File: config.mk
export PLATFORM = sky130hd
export DESIGN_NAME = two_class_priority_queue_top
export DESIGN_NICKNAME = d
export VERILOG_FILES = /design/src/rtl/tcpq_pkg.sv /design/src/rtl/tcpq_datapath.sv /design/src/rtl/tcpq_ctrl.sv /design/src/rtl/two_class_priority_queue_top.sv
export SDC_FILE = /design/constraint.sdc
export NUM_CORES = 1
export LEC_CHECK = 0
export ABC_AREA = 1
export BUFFER_PORTS_ARGS = -buffer_cell sky130_fd_sc_hd__buf_2
export CAP_MARGIN = 20
export CELL_PAD_IN_SITES_DETAIL_PLACEMENT = 0
export CELL_PAD_IN_SITES_GLOBAL_PLACEMENT = 1
export CORE_ASPECT_RATIO = 0.5
export CORE_MARGIN = 1
export CORE_UTILIZATION = 38
export DETAILED_ROUTE_END_ITERATION = 7
export PLACE_DENSITY = 0.73
export SYNTH_ARGS = -nofsm -noshare
export SYNTH_HDL_FRONTEND = slang
export SYNTH_HIERARCHICAL = 1
export SYNTH_SLANG_ARGS = --single-unit
File: constraint.sdc
create_clock -name clk -period 3.7 [get_ports clk]
set_input_delay 0.555 -clock clk [delete_from_list [all_inputs] [get_ports clk]]
set_output_delay 0.555 -clock clk [all_outputs]
set_load 0.02 [all_outputs]
File: src/rtl/tcpq_pkg.sv
// types and constants of the two-class priority queue
`default_nettype none

package tcpq_pkg;

	localparam int ID_W  = 16;
	localparam int REM_W = 5;

	typedef enum logic [1:0] {
		MODE_REGISTER = 2'd0,
		MODE_CALL     = 2'd1,
		MODE_CANCEL   = 2'd2,
		MODE_UNUSED   = 2'd3
	} mode_t;

	typedef enum logic [2:0] {
		ST_REGISTERED = 3'd0,
		ST_FULL       = 3'd1,
		ST_CANCELLED  = 3'd2,
		ST_NOT_FOUND  = 3'd3,
		ST_SERVED     = 3'd4,
		ST_NONE       = 3'd5
	} status_t;

	typedef enum logic [1:0] {
		S_IDLE = 2'd0,
		S_REG  = 2'd1,
		S_CALL = 2'd2,
		S_SCAN = 2'd3
	} state_t;

	typedef struct packed {
		mode_t             mode;
		logic [ID_W-1:0]   ticket_id;
		logic              express;
	} req_t;

	typedef struct packed {
		status_t           status;
		logic [ID_W-1:0]   served_id;
		logic              served_fast;
		logic [REM_W-1:0]  remaining;
		logic              last;
	} rsp_t;

	typedef struct packed {
		logic    load;
		logic    insert;
		logic    remove;
		logic    idx_inc;
		logic    emit;
		status_t code;
		logic    last;
	} ctrl_cmd_t;

	typedef struct packed {
		logic full;
		logic empty;
		logic scan_end;
		logic match;
		logic batch_last;
		logic out_free;
	} dp_stat_t;

endpackage

`default_nettype wire

File: src/rtl/tcpq_datapath.sv
// queue storage, counters, scan index and result register
`default_nettype none

module tcpq_datapath #(
	parameter int QUEUE_DEPTH = 16,
	parameter int BATCH_SIZE  = 4
) (
	input  wire                    clk,
	input  wire                    arst_n,
	input  wire tcpq_pkg::req_t    in_data,
	input  wire tcpq_pkg::ctrl_cmd_t cmd,
	output tcpq_pkg::dp_stat_t     stat,
	output logic                   out_valid,
	input  wire                    out_ready,
	output tcpq_pkg::rsp_t         out_data
);

	localparam int OCC_W = $clog2(QUEUE_DEPTH + 1);
	localparam int IDX_W = $clog2(QUEUE_DEPTH);
	localparam int BAT_W = $clog2(BATCH_SIZE + 1);

	tcpq_pkg::req_t                req_q;
	logic [tcpq_pkg::ID_W-1:0]     ids_q [QUEUE_DEPTH];
	logic                          fast_q [QUEUE_DEPTH];
	logic [OCC_W-1:0]              occ_q;
	logic [OCC_W-1:0]              fcnt_q;
	logic [OCC_W-1:0]              idx_q;
	logic [BAT_W-1:0]              batch_q;
	logic                          out_valid_q;
	tcpq_pkg::rsp_t                out_q;

	logic [IDX_W-1:0]              sel;
	logic [tcpq_pkg::ID_W-1:0]     sel_id;
	logic                          sel_fast;
	logic [OCC_W-1:0]              ipos;
	logic [OCC_W-1:0]              occ_d;
	logic                          take_entry;

	assign sel      = idx_q[IDX_W-1:0];
	assign sel_id   = ids_q[sel];
	assign sel_fast = fast_q[sel];
	assign ipos     = req_q.express ? fcnt_q : occ_q;

	always_comb begin
		if (cmd.insert) begin
			occ_d = occ_q + OCC_W'(1);
		end else if (cmd.remove) begin
			occ_d = occ_q - OCC_W'(1);
		end else begin
			occ_d = occ_q;
		end
	end

	assign stat.full       = (occ_q == OCC_W'(QUEUE_DEPTH));
	assign stat.empty      = (occ_q == '0);
	assign stat.scan_end   = (idx_q == occ_q);
	assign stat.match      = (sel_id == req_q.ticket_id);
	assign stat.batch_last = (batch_q == BAT_W'(BATCH_SIZE - 1)) || (occ_q == OCC_W'(1));
	assign stat.out_free   = !out_valid_q || out_ready;

	// request latch, no reset needed
	always_ff @(posedge clk) begin
		if (cmd.load) begin
			req_q <= in_data;
		end
	end

	// shifting slot array: insert opens a gap, remove closes one
	for (genvar g = 0; g < QUEUE_DEPTH; g++) begin : g_slot
		localparam logic [OCC_W-1:0] SLOT = OCC_W'(g);
		logic [tcpq_pkg::ID_W-1:0] prev_id;
		logic [tcpq_pkg::ID_W-1:0] next_id;
		logic                      prev_fast;
		logic                      next_fast;

		if (g == 0) begin : g_first
			assign prev_id   = '0;
			assign prev_fast = 1'b0;
		end else begin : g_mid
			assign prev_id   = ids_q[g-1];
			assign prev_fast = fast_q[g-1];
		end

		if (g == QUEUE_DEPTH - 1) begin : g_end
			assign next_id   = '0;
			assign next_fast = 1'b0;
		end else begin : g_body
			assign next_id   = ids_q[g+1];
			assign next_fast = fast_q[g+1];
		end

		always_ff @(posedge clk) begin
			if (cmd.insert) begin
				if (SLOT == ipos) begin
					ids_q[g]  <= req_q.ticket_id;
					fast_q[g] <= req_q.express;
				end else if (SLOT > ipos) begin
					ids_q[g]  <= prev_id;
					fast_q[g] <= prev_fast;
				end
			end else if (cmd.remove && (SLOT >= idx_q)) begin
				ids_q[g]  <= next_id;
				fast_q[g] <= next_fast;
			end
		end
	end

	always_ff @(posedge clk or negedge arst_n) begin
		if (!arst_n) begin
			occ_q   <= '0;
			fcnt_q  <= '0;
			idx_q   <= '0;
			batch_q <= '0;
		end else begin
			occ_q <= occ_d;
			if (cmd.insert && req_q.express) begin
				fcnt_q <= fcnt_q + OCC_W'(1);
			end else if (cmd.remove && sel_fast && (fcnt_q != '0)) begin
				fcnt_q <= fcnt_q - OCC_W'(1);
			end
			if (cmd.load) begin
				idx_q   <= '0;
				batch_q <= '0;
			end else begin
				if (cmd.idx_inc) begin
					idx_q <= idx_q + OCC_W'(1);
				end
				if (cmd.remove) begin
					batch_q <= batch_q + BAT_W'(1);
				end
			end
		end
	end

	// result register
	assign take_entry = (cmd.code == tcpq_pkg::ST_SERVED) ||
	                    (cmd.code == tcpq_pkg::ST_CANCELLED);

	always_ff @(posedge clk or negedge arst_n) begin
		if (!arst_n) begin
			out_valid_q <= 1'b0;
		end else if (cmd.emit) begin
			out_valid_q <= 1'b1;
		end else if (out_ready) begin
			out_valid_q <= 1'b0;
		end
	end

	always_ff @(posedge clk) begin
		if (cmd.emit) begin
			out_q.status      <= cmd.code;
			out_q.served_id   <= take_entry ? sel_id : '0;
			out_q.served_fast <= take_entry ? sel_fast : 1'b0;
			out_q.remaining   <= tcpq_pkg::REM_W'(occ_d);
			out_q.last        <= cmd.last;
		end
	end

	assign out_valid = out_valid_q;
	assign out_data  = out_q;

endmodule

`default_nettype wire

File: src/rtl/tcpq_ctrl.sv
// controller state machine sequencing register, call and cancel requests
`default_nettype none

module tcpq_ctrl (
	input  wire                    clk,
	input  wire                    arst_n,
	input  wire                    in_valid,
	input  wire tcpq_pkg::mode_t   in_mode,
	output logic                   in_ready,
	input  wire tcpq_pkg::dp_stat_t stat,
	output tcpq_pkg::ctrl_cmd_t    cmd
);

	tcpq_pkg::state_t state_q;
	tcpq_pkg::state_t state_d;

	always_ff @(posedge clk or negedge arst_n) begin
		if (!arst_n) begin
			state_q <= tcpq_pkg::S_IDLE;
		end else begin
			state_q <= state_d;
		end
	end

	always_comb begin
		state_d  = state_q;
		in_ready = 1'b0;
		cmd      = '0;
		cmd.code = tcpq_pkg::ST_REGISTERED;
		unique case (state_q)
			tcpq_pkg::S_IDLE: begin
				in_ready = 1'b1;
				if (in_valid) begin
					cmd.load = 1'b1;
					unique case (in_mode)
						tcpq_pkg::MODE_REGISTER: state_d = tcpq_pkg::S_REG;
						tcpq_pkg::MODE_CALL:     state_d = tcpq_pkg::S_CALL;
						tcpq_pkg::MODE_CANCEL:   state_d = tcpq_pkg::S_SCAN;
						default:                 state_d = tcpq_pkg::S_IDLE;
					endcase
				end
			end
			tcpq_pkg::S_REG: begin
				if (stat.out_free) begin
					cmd.emit = 1'b1;
					cmd.last = 1'b1;
					if (stat.full) begin
						cmd.code = tcpq_pkg::ST_FULL;
					end else begin
						cmd.insert = 1'b1;
						cmd.code   = tcpq_pkg::ST_REGISTERED;
					end
					state_d = tcpq_pkg::S_IDLE;
				end
			end
			tcpq_pkg::S_CALL: begin
				if (stat.out_free) begin
					cmd.emit = 1'b1;
					if (stat.empty) begin
						cmd.code = tcpq_pkg::ST_NONE;
						cmd.last = 1'b1;
						state_d  = tcpq_pkg::S_IDLE;
					end else begin
						cmd.remove = 1'b1;
						cmd.code   = tcpq_pkg::ST_SERVED;
						cmd.last   = stat.batch_last;
						if (stat.batch_last) begin
							state_d = tcpq_pkg::S_IDLE;
						end
					end
				end
			end
			tcpq_pkg::S_SCAN: begin
				priority if (stat.scan_end) begin
					if (stat.out_free) begin
						cmd.emit = 1'b1;
						cmd.code = tcpq_pkg::ST_NOT_FOUND;
						cmd.last = 1'b1;
						state_d  = tcpq_pkg::S_IDLE;
					end
				end else if (stat.match) begin
					if (stat.out_free) begin
						cmd.emit   = 1'b1;
						cmd.remove = 1'b1;
						cmd.code   = tcpq_pkg::ST_CANCELLED;
						cmd.last   = 1'b1;
						state_d    = tcpq_pkg::S_IDLE;
					end
				end else begin
					cmd.idx_inc = 1'b1;
				end
			end
			default: begin
				state_d = tcpq_pkg::S_IDLE;
			end
		endcase
	end

endmodule

`default_nettype wire

File: src/rtl/two_class_priority_queue_top.sv
// Two-class ticket queue: fast entries ahead of regular ones, FIFO within each class.
// Input channel in_valid/in_ready/in_data carries one request: register, call or cancel.
// Output channel out_valid/out_ready/out_data carries the results of a request in order;
// the last one of a request has last set.
// A request is taken only while the controller is idle; one request is worked at a time.
// Register: one result, issued once the output register is free.
// Call: one served result per cycle while the output register is free, up to BATCH_SIZE results.
// Cancel: the queue is scanned one entry per cycle from the front until the ticket
// matches or the scan reaches the occupancy; then one result is issued.
// Results wait in an output register; a new request can be taken while the last result
// of the previous one still waits there. While a result waits there untaken, the controller
// holds its next result until the register frees.
// Reset empties the queue at once; slot contents are not cleared and need no sweep.
`default_nettype none

module two_class_priority_queue_top #(
	parameter int QUEUE_DEPTH = 16,
	parameter int BATCH_SIZE  = 4
) (
	input  wire                  clk,
	input  wire                  arst_n,
	input  wire                  in_valid,
	output logic                 in_ready,
	input  wire tcpq_pkg::req_t  in_data,
	output logic                 out_valid,
	input  wire                  out_ready,
	output tcpq_pkg::rsp_t       out_data
);

	tcpq_pkg::ctrl_cmd_t cmd;
	tcpq_pkg::dp_stat_t  stat;

	tcpq_ctrl u_ctrl (
		.clk      (clk),
		.arst_n   (arst_n),
		.in_valid (in_valid),
		.in_mode  (in_data.mode),
		.in_ready (in_ready),
		.stat     (stat),
		.cmd      (cmd)
	);

	tcpq_datapath #(
		.QUEUE_DEPTH (QUEUE_DEPTH),
		.BATCH_SIZE  (BATCH_SIZE)
	) u_dp (
		.clk       (clk),
		.arst_n    (arst_n),
		.in_data   (in_data),
		.cmd       (cmd),
		.stat      (stat),
		.out_valid (out_valid),
		.out_ready (out_ready),
		.out_data  (out_data)
	);

endmodule

`default_nettype wire

==> results of run 1 <==
[worst min-delay path by stage]
stage | startpoint | to | slack, ns | depth (start not counted)
floorplan | arst_n | u_ctrl/state_q[0]$_DFFE_PN0P_ | 0.26 | 0
global placement | u_dp/batch_q[1]$_DFFE_PN0P_ | u_dp/batch_q[1]$_DFFE_PN0P_ | 0.46 | 2
detailed placement | u_dp/batch_q[1]$_DFFE_PN0P_ | u_dp/batch_q[1]$_DFFE_PN0P_ | 0.47 | 2
CTS | arst_n | u_dp/idx_q[4]$_DFFE_PN0P_ | 0.01 | 1
global route | arst_n | u_dp/idx_q[3]$_DFFE_PN0P_ | 0.03 | 1
finish | arst_n | u_dp/idx_q[4]$_DFFE_PN0P_ | 0.01 | 1
[area by class of cell]
type / instances / area, sq um / area share [%]
clock buffer: 45 / 955.9 / 3.642
clock inverter: 19 / 216.5 / 0.8247
inverter: 260 / 999.7 / 3.809
multi-input combinational: 1701 / 9135 / 34.80
sequential: 336 / 9990 / 38.06
tap: 690 / 863.3 / 3.289
timing repair buffer: 389 / 4086 / 15.57
[power by group through the flow]
stage	combinational [W]	clock [W]	sequential (W)
CTS	0.0109	0.00383	0.00747
global route	0.0130	0.00396	0.00768
detailed placement	0.00934	0	0.00751
finish	0.0121	0.00379	0.00755
floorplan	0.00527	0	0.00727
global placement	0.00922	0	0.00752
[cell families (layout without fill, tap and decap cells)]
group,after synthesis,after routing,share of synthesized area (%)
flops,336,336,50.33
simple gates,1087,1087,22.28
xor+xnor,8,8,0.3532
buf+inv,421,713,8.755
compound gates,589,592,17.35
fa+ha+maj,14,14,0.9209
[synth_stat cells, types with 6 or more instances]
| cell type | instances | share of area [%] |
|---|---|---|
| sky130_fd_sc_hd__nand2_1 | 684 | 13 |
| sky130_fd_sc_hd__buf_1 | 8 | 0.15 |
| sky130_fd_sc_hd__a21oi_1 | 97 | 2.4 |
| sky130_fd_sc_hd__o22ai_1 | 55 | 1.7 |
| sky130_fd_sc_hd__o221ai_1 | 17 | 0.75 |
| sky130_fd_sc_hd__nor2_1 | 225 | 4.3 |
| sky130_fd_sc_hd__nor2_4 | 6 | 0.34 |
| sky130_fd_sc_hd__buf_4 | 11 | 0.42 |
| sky130_fd_sc_hd__nand4_1 | 8 | 0.25 |
| sky130_fd_sc_hd__o21ai_0 | 277 | 7.0 |
| sky130_fd_sc_hd__ha_1 | 13 | 0.82 |
| sky130_fd_sc_hd__nand2_2 | 8 | 0.25 |
| sky130_fd_sc_hd__clkbuf_1 | 65 | 1.2 |
| sky130_fd_sc_hd__inv_1 | 238 | 4.5 |
| sky130_fd_sc_hd__xor2_1 | 6 | 0.26 |
| sky130_fd_sc_hd__o21ai_2 | 9 | 0.40 |
| sky130_fd_sc_hd__nor3_1 | 9 | 0.23 |
| sky130_fd_sc_hd__o211ai_1 | 104 | 3.9 |
| sky130_fd_sc_hd__nand3_1 | 134 | 3.4 |
| sky130_fd_sc_hd__o21ai_1 | 13 | 0.33 |
| sky130_fd_sc_hd__dfrtp_1 | 21 | 2.6 |
| sky130_fd_sc_hd__edfxtp_1 | 315 | 48 |
| sky130_fd_sc_hd__buf_2 | 72 | 1.8 |
| sky130_fd_sc_hd__inv_2 | 16 | 0.30 |
[registers in the layout, summed over array words and instances (netlist names)]
| signal | count |
|---|---|
| u_ctrl/state_q | 2 |
| u_dp/batch_q | 3 |
| u_dp/fast_q | 16 |
| u_dp/fcnt_q | 5 |
| u_dp/ids_q | 256 |
| u_dp/idx_q | 5 |
| u_dp/occ_q | 5 |
| u_dp/out_data | 26 |
| u_dp/out_valid | 1 |
| u_dp/req_q | 17 |
[what timing repair did]
item / CTS / global route
buffers inserted: 62 / 13
resized for setup: 185 / 242
cloned: 18 / 14
setup endpoints to repair: 546 / 550
pin swaps: 46 / 75
[critical path, delay by kind of cell, from the launching register on]
family | cells | cell delay (ns)
buffers and inverters | 11 | 1.08
AOI/OAI and AO/OA | 2 | 0.29
DFF | 1 | 0.51
and+or+nand+nor | 18 | 1.93
[stage by stage]
stage / setup TNS, ns / cells / hold slack (ns) / total power, W
floorplan: 0 / 2455 / 0.2594 / 0.01253
global placement: -168.37 / 3275 / 0.4604 / 0.01673
detailed placement: -215.10 / 3275 / 0.4693 / 0.01685
CTS: -62.05 / 3416 / 0.009978 / 0.02221
global route: -208.96 / 3440 / 0.03414 / 0.02461
finish: -133.69 / 3440 / 0.01191 / 0.02347
[routing by layer]
layer	part of all wire, %	track usage, %	up-vias
li1	-	-	8902
met3	13	6.340	111
met4	2.5	6.732	0
met1	45	44.15	9099
met5	0	0	-
met2	39	38.77	1118
==> impl_metrics.ini, run 1 <==
[placement]
placement.setup.worst_slack_ns = -0.6511
port_buffers = 50
place.detailed.hpwl_um = 56100
placement.cell_area_sq_um = 22630
finalWeightedCongestion = 1.013

[finish]
fin_nets = 2761
proportion_of_layout_cells_with_a_drive_suffix_above_1_pct = 26.04
finish.utilization_pct = 51.59
antennaDiodeCount = 0
layout_commonest_cell = sky130_fd_sc_hd__nand2_1
nFillCells = 4712
mostFrequentLayoutCells = sky130_fd_sc_hd__nand2_1 (608), sky130_fd_sc_hd__edfxtp_1 (315), sky130_fd_sc_hd__inv_1 (233), sky130_fd_sc_hd__buf_4 (213), sky130_fd_sc_hd__o21ai_0 (182)
finish.instance_area_sq_um = 26250
areaGrowthSynthToFinish_pct = 32.31

[sta]
finalClockSkew_ns = 0.01353
slew_viol_final = 0
rsz0062_at_grt = true
max_slew_margin_pct = 35.63
post-route-worst-setup-slack_ns = -0.4638
timing.final.hold_violations = 0
number_of_failing_setup_endpoints_in_the_final_timing_report = 515
clock.fmax_mhz = 240.2
finalCriticalPeriod_ns = 4.164
tightest_slew_ns = 0.9645
post-route-period-util_pct = 112.5

[pwr]
p_leak_nw = 11.17
cell_int_power_w = 0.01357
power.clock.fraction_pct = 16.1
p_comb_share_pct = 51.7
switching_share_pct = 42.18
pwr_density_cell_nw_per_um2 = 894.3
power_frac_seq_pct = 32.2
power.switching_w = 0.009901
ir_drop_v = 0.0004079

[grt]
overflow = 0
grt_antenna_before_repair = 0
grt_max_degree = 36
grt_total_usage_pct = 28.32
first_pass_grt_wire_length_um = 112200
grt_pass1_vias = 17096

[cts]
tritoncts = done
h-tree-depth = 2
clock_sinks = 336
cts-buffers-inserted = 36
cts_root_buffer = sky130_fd_sc_hd__clkbuf_16
worst_skew_pair.late_latency_ns = 0.54
cts.reportedPaths.clkPinSlew_ns = 0.07
clock_path_buffers = 3
cts_hold_repair.buffers = 0

[drt]
via_count = 19230
initial_drt_markers = 2636
routed_wire_length_per_instance_um = 22.66
routed_wirelength_um = 77950
ant_nets = 0
drt-pass1-iter-count = 6
viasPerCell = 5.590
post-route-drc-count = 0

[critical_path]
cp_slowest_stage_delay_ns = 0.51
worstPathArrival_ns = 4.41
worst_ep_required_time_ns = 3.95
r2r_cells = 31
timing.critical_path.from = u_dp/idx_q[0]$_DFFE_PN0P_
cp-start-kind = flip-flop
timing.critical_path.mode_cell = sky130_fd_sc_hd__nand2_1
critical_path.endpoint_type = flip-flop
criticalPathCategory = flip-flop to flip-flop
critical_path.reg2reg.endpoint = u_dp/ids_q[0][12]$_DFFE_PP_
critical_path.max_fanout = 9
timing.critical_path.slowest_stage_cell = sky130_fd_sc_hd__dfrtp_4
ff2ff_setup_slack_ns = -0.46
startpoint_of_the_worst_slack_reg_to_reg_timing_path = u_dp/idx_q[0]$_DFFE_PN0P_
timing.critical_path.to = u_dp/ids_q[0][12]$_DFFE_PP_

[die]
core_area_sq_um = 50870
dieArea_sq_um = 53170
floorplan.die.width_um = 325.1
die_height_um = 163.6
start_util_pct = 38.99
placement_rows = 58
io-pin-count = 51

[logic_synthesis]
ys_seq_elements = 336
synthesis.area_sq_um = 19840
synth.yosys.seq_area_share_pct = 50.33
postSynthAreaPerCell_sq_um = 8.080
syn-instance-count = 2455
synthesis.nets = 2492
synth_warnings = 6
ys_async_sr_fraction_pct = 6.250
synth_edf_count = 315
dominantRegCellSynth = sky130_fd_sc_hd__edfxtp_1
synth.distinct_cells = 50

[worst_hold_path]
timing.hold.worst.class = input port to asynchronous set/reset pin

[run_status]
outcome = finished with violations
failed_checks = setup timing

[job]
max_cap_violations = 0
No activity file was read; power rests on OpenSTA's default activity.
==> run 2: changes to the inputs <==
- PLACE_DENSITY: 0.73 -> 0.63
- clock period: 3.7 -> 4.3 ns (I/O delays scaled with it)
==> run 2 against run 1 <==
Effect of this change: the flow now finishes without violations; register-to-register slack gained 0.56 ns; count of clock-buffer cells in the layout down 2; clock skew grew 0.0099 ns; non-clock buffer count decreased by 146; first-iteration DRC count grew 5.5%; clock power fell by 12%; combinational power fell by 30%; flip-flop and latch count unchanged; final area is 9.3% lower; sequential power decreased by 14%; global-route usage rose by 0.19 points; critical path depth down 2; largest power group unchanged.
==> impl_metrics.ini, run 2 (synthesized netlist as in run 1, its figures left out) <==
[run_status]
outcome = complete, no violations

[die]
start_util_pct = 38.99
dieArea_sq_um = 53170
die_height_um = 163.6
placement_rows = 58
core_area_sq_um = 50870
io-pin-count = 51
floorplan.die.width_um = 325.1

[critical_path]
timing.critical_path.mode_cell = sky130_fd_sc_hd__nand2_1
timing.critical_path.slowest_stage_cell = sky130_fd_sc_hd__dfrtp_4
cp_num_buf_inv = 9
critical_path.endpoint_type = flip-flop
critical_path.max_fanout = 8
r2r_cells = 29
criticalPathCategory = flip-flop to flip-flop
cp-start-kind = flip-flop
cp_slowest_stage_delay_ns = 0.53
timing.critical_path.max_delay_family = simple AND/OR/NAND/NOR gates
worst_ep_required_time_ns = 4.61
timing.critical_path.depth = 29
worstPathArrival_ns = 4.51

[finish]
finish.instance_area_sq_um = 23800
fin_nets = 2613
finish.utilization_pct = 46.78
areaGrowthSynthToFinish_pct = 19.96
proportion_of_layout_cells_with_a_drive_suffix_above_1_pct = 16.21
mostFrequentLayoutCells = sky130_fd_sc_hd__nand2_1 (650), sky130_fd_sc_hd__edfxtp_1 (315), sky130_fd_sc_hd__o21ai_0 (266), sky130_fd_sc_hd__inv_1 (236), sky130_fd_sc_hd__nor2_1 (212)
largest_register_ffs = 256
layout_commonest_cell = sky130_fd_sc_hd__nand2_1
stdcell_count = 3293
nFillCells = 5048
antennaDiodeCount = 0
largest_register = u_dp/ids_q

[grt]
first_pass_grt_wire_length_um = 111200
overflow = 0
grt_antenna_before_repair = 1
grt_max_degree = 42
grt_pass1_vias = 15982
grt_total_usage_pct = 28.51

[cts]
h-tree-depth = 2
clock_sinks = 336
worst_skew_pair.late_latency_ns = 0.57
tritoncts = done
cts-buffers-inserted = 37
clock_path_buffers = 3
cts_root_buffer = sky130_fd_sc_hd__clkbuf_16
cts_hold_repair.buffers = 0
cts.reportedPaths.clkPinSlew_ns = 0.07

[drt]
viasPerCell = 5.501
via_count = 18115
drt-pass1-iter-count = 6
routed_wirelength_um = 79250
post-route-drc-count = 0
initial_drt_markers = 2782
ant_nets = 0
routed_wire_length_per_instance_um = 24.07

[sta]
max_slew_margin_pct = 47.78
number_of_failing_setup_endpoints_in_the_final_timing_report = 0
worst_hold_slack_ns = 0.03890
tightest_slew_ns = 0.7834
slew_viol_final = 0
rsz0062_at_grt = true
finalCriticalPeriod_ns = 4.200
finalClockSkew_ns = 0.02343
timing.final.hold_violations = 0
clock.fmax_mhz = 238.1
post-route-period-util_pct = 97.68

[worst_hold_path]
timing.hold.worst.class = input port to asynchronous set/reset pin

[placement]
placed_cells_incl_taps = 3197
port_buffers = 50
finalWeightedCongestion = 0.9416
placement.cell_area_sq_um = 21780
place.detailed.hpwl_um = 57810

[pwr]
p_leak_nw = 10.08
ir_drop_v = 0.0003295
pwr_density_cell_nw_per_um2 = 767.0

[job]
max_cap_violations = 0
-- run 2: timing repair --
action	CTS	global route
endpoints found under the hold margin	0	0
gates cloned	0	13
setup buffers	0	18
endpoints found under the setup margin	63	393
gates resized for setup	3	106
pin swaps	0	24
-- run 2: final timing paths --
check | from | to | slack (ns)
setup / recovery | u_dp/idx_q[0]$_DFFE_PN0P_ | u_dp/ids_q[6][12]$_DFFE_PP_ | 0.1
hold / removal | arst_n | u_dp/idx_q[0]$_DFFE_PN0P_ | 0.04
setup reg to reg | u_dp/idx_q[0]$_DFFE_PN0P_ | u_dp/ids_q[6][12]$_DFFE_PP_ | 0.1
hold reg to reg | u_dp/batch_q[1]$_DFFE_PN0P_ | u_dp/batch_q[1]$_DFFE_PN0P_ | 0.48
max in group asynchronous | arst_n | u_dp/idx_q[0]$_DFFE_PN0P_ | 3.88
min in group clk | in_data[6] | u_dp/req_q[6]$_DFFE_PP_ | 0.25
-- run 2: metrics by stage --
stage	power (W)	setup slack [ns]	setup TNS, ns
finish	0.01825	0.09974	0
global placement	0.01414	-0.04078	-0.5142
global route	0.01928	-0.08577	-4.513
detailed placement	0.01418	-0.04422	-0.7049
CTS	0.01756	0.05332	0
floorplan	0.01078	0.5349	0
-- run 2: report_power, final --
part / leakage [nW] / internal [W] / switching, W
clock network: 0.588 / 0.00186 / 0.00147
logic: 6.29 / 0.00287 / 0.00557
registers: 3.20 / 0.00560 / 0.000888
-- run 2: metal layers --
metal  wire (um)  track usage [%]  up-vias  share of wire, %
met1       38920            47.26     8556                49
met3       10170            7.712       72                13
li1            -                -     8580                 -
met2       29010            35.43      907                37
met5           0                0        -                 0
met4        1144            4.588        0               1.4
-- run 2: cell type report --
cell class / count / area [sq um] / area share [%]
clock buffers: 43 / 1001 / 4.207
clock inverters: 23 / 202.7 / 0.8518
inverters: 260 / 998.5 / 4.196
multi-input cells: 1698 / 8348 / 35.08
flip-flops and latches: 336 / 9990 / 41.98
well taps: 690 / 863.3 / 3.628
repair buffers: 243 / 2392 / 10.05
==> run 3: changes to the inputs <==
- clock period: 4.3 -> 5.2 ns (I/O delays scaled with it)
==> run 3 against run 2 <==
Effect of this change: clock skew decreased by 0.0023 ns; sequential power decreased by 17%; largest power group unchanged; count of clock-buffer cells in the layout grew 8; sequential share of layout area up 2.7 points; final area decreased by 6.0%; via count decreased by 2.7%.
==> impl_metrics.ini, run 3 (synthesized netlist as in run 1, its figures left out) <==
[run_status]
outcome = complete, no violations

[sta]
tightest_slew_ns = 0.9367
slew_viol_final = 0
number_of_failing_setup_endpoints_in_the_final_timing_report = 0
finalCriticalPeriod_ns = 4.911
post-route-period-util_pct = 94.44
rsz0062_at_grt = false
max_slew_margin_pct = 37.55
post-route-worst-setup-slack_ns = 0.2890
timing.final.hold_violations = 0
finalClockSkew_ns = 0.02111
clock.fmax_mhz = 203.6

[cts]
worst_skew_pair.late_latency_ns = 0.56
h-tree-depth = 2
cts.reportedPaths.clkPinSlew_ns = 0.07
cts-buffers-inserted = 36
cts_root_buffer = sky130_fd_sc_hd__clkbuf_16
clock_path_buffers = 3
tritoncts = done
clock_sinks = 336

[critical_path]
timing.critical_path.slowest_stage_cell = sky130_fd_sc_hd__dfrtp_4
timing.critical_path.mode_cell = sky130_fd_sc_hd__nand2_1
criticalPathCategory = flip-flop to flip-flop
worst_ep_required_time_ns = 5.49
cp_num_buf_inv = 11
cp-start-kind = flip-flop
timing.critical_path.max_delay_family = simple AND/OR/NAND/NOR gates
worstPathArrival_ns = 5.20
critical_path.max_fanout = 37
critical_path.endpoint_type = flip-flop
cp_slowest_stage_delay_ns = 0.56

[finish]
nFillCells = 5048
areaGrowthSynthToFinish_pct = 12.71
sequential_cell_area_sq_um = 9988
multiInputGateArea_sq_um = 8193
largest_register_ffs = 256
layout_commonest_cell = sky130_fd_sc_hd__nand2_1
mostFrequentLayoutCells = sky130_fd_sc_hd__nand2_1 (683), sky130_fd_sc_hd__edfxtp_1 (315), sky130_fd_sc_hd__o21ai_0 (277), sky130_fd_sc_hd__inv_1 (238), sky130_fd_sc_hd__nor2_1 (219)
antennaDiodeCount = 0
proportion_of_layout_cells_with_a_drive_suffix_above_1_pct = 11.02
fin_nets = 2535
stdcell_count = 3213
largest_register = u_dp/ids_q

[drt]
viasPerCell = 5.487
initial_drt_markers = 2268
drt-pass1-iter-count = 5
routed_wire_length_per_instance_um = 23.54
post-route-drc-count = 0
met3WireLength_um = 9575
detailroute.wirelength.met2_um = 27280
ant_nets = 0
dr.max_layer_used = met4
detail_route.wirelength.met1_um = 37940
via_count = 17630
routed_wirelength_um = 75630

[die]
placement_rows = 58
core_area_sq_um = 50870
start_util_pct = 38.99
io-pin-count = 51
die_height_um = 163.6
dieArea_sq_um = 53170
floorplan.die.width_um = 325.1

[grt]
grt_total_usage_pct = 28.13
grt_pass1_vias = 15520
overflow = 0
first_pass_grt_wire_length_um = 109700
grt_max_degree = 81
grt_antenna_before_repair = 0

[placement]
placement.setup.worst_slack_ns = -0.1613
placed_cells_incl_taps = 3144
place.detailed.hpwl_um = 56680
port_buffers = 50
finalWeightedCongestion = 0.9444

[job]
max_cap_violations = 0

[worst_hold_path]
timing.hold.worst.class = input port to asynchronous set/reset pin

[pwr]
p_leak_nw = 9.426
ir_drop_v = 0.0003227
pwr_density_cell_nw_per_um2 = 626.9
overall_power_w = 0.01402
==> run 3: path summary, 6_finish.rpt <==
check	start	to	slack, ns	cells past startpoint
max	u_dp/idx_q[0]$_DFFE_PN0P_	u_dp/ids_q[2][13]$_DFFE_PP_	0.29	33
min	arst_n	u_dp/idx_q[3]$_DFFE_PN0P_	0.20	1
max reg2reg	u_dp/idx_q[0]$_DFFE_PN0P_	u_dp/ids_q[2][13]$_DFFE_PP_	0.29	33
min reg2reg	u_dp/batch_q[1]$_DFFE_PN0P_	u_dp/batch_q[1]$_DFFE_PN0P_	0.48	2
max in group asynchronous	arst_n	u_dp/idx_q[0]$_DFFE_PN0P_	4.60	1
min in group clk	in_data[11]	u_dp/req_q[11]$_DFFE_PP_	0.40	1
==> run 3: repair_timing <==
item / in CTS / in global routing
resized for setup: 2 / 6
hold buffers: 0 / 0
pin swaps: 1 / 2
endpoints found under the setup margin: 78 / 159
buffers inserted: 0 / 3
cloned: 0 / 2
==> run 3: final cells by class <==
cell class / count / share of cell area (%)
tap: 690 / 3.861
sequential: 336 / 44.68
clock inverter: 12 / 0.4757
timing repair buffer: 164 / 5.440
clock buffer: 51 / 4.516
inverter: 260 / 4.387
multi-input combinational: 1700 / 36.64
==> run 3: where the power goes <==
group	switching (W)	internal (W)	total [W]
clock	0.00115	0.00145	0.00260
sequential	0.000772	0.00463	0.00541
combinational	0.00428	0.00173	0.00601
==> run 3: per-stage QoR <==
step / area, sq um / hold slack, ns / TNS (ns) / utilization, %
6_report: 22360 / 0.1969 / 0 / 43.95
5_1_grt: 22360 / 0.2267 / 0 / 43.95
4_1_cts: 22250 / 0.1981 / 0 / 43.74
3_5_place_dp: 21130 / 0.4678 / -6.759 / 41.53
3_3_place_gp: 21110 / 0.4617 / -2.622 / 41.50
2_1_floorplan: 19840 / 0.4459 / 0 / -
==> run 3: layer usage <==
metal	up-vias	global-route usage, %
met3	56	7.712
li1	8427	-
met5	-	0
met1	8253	46.89
met2	894	34.83
met4	0	3.838
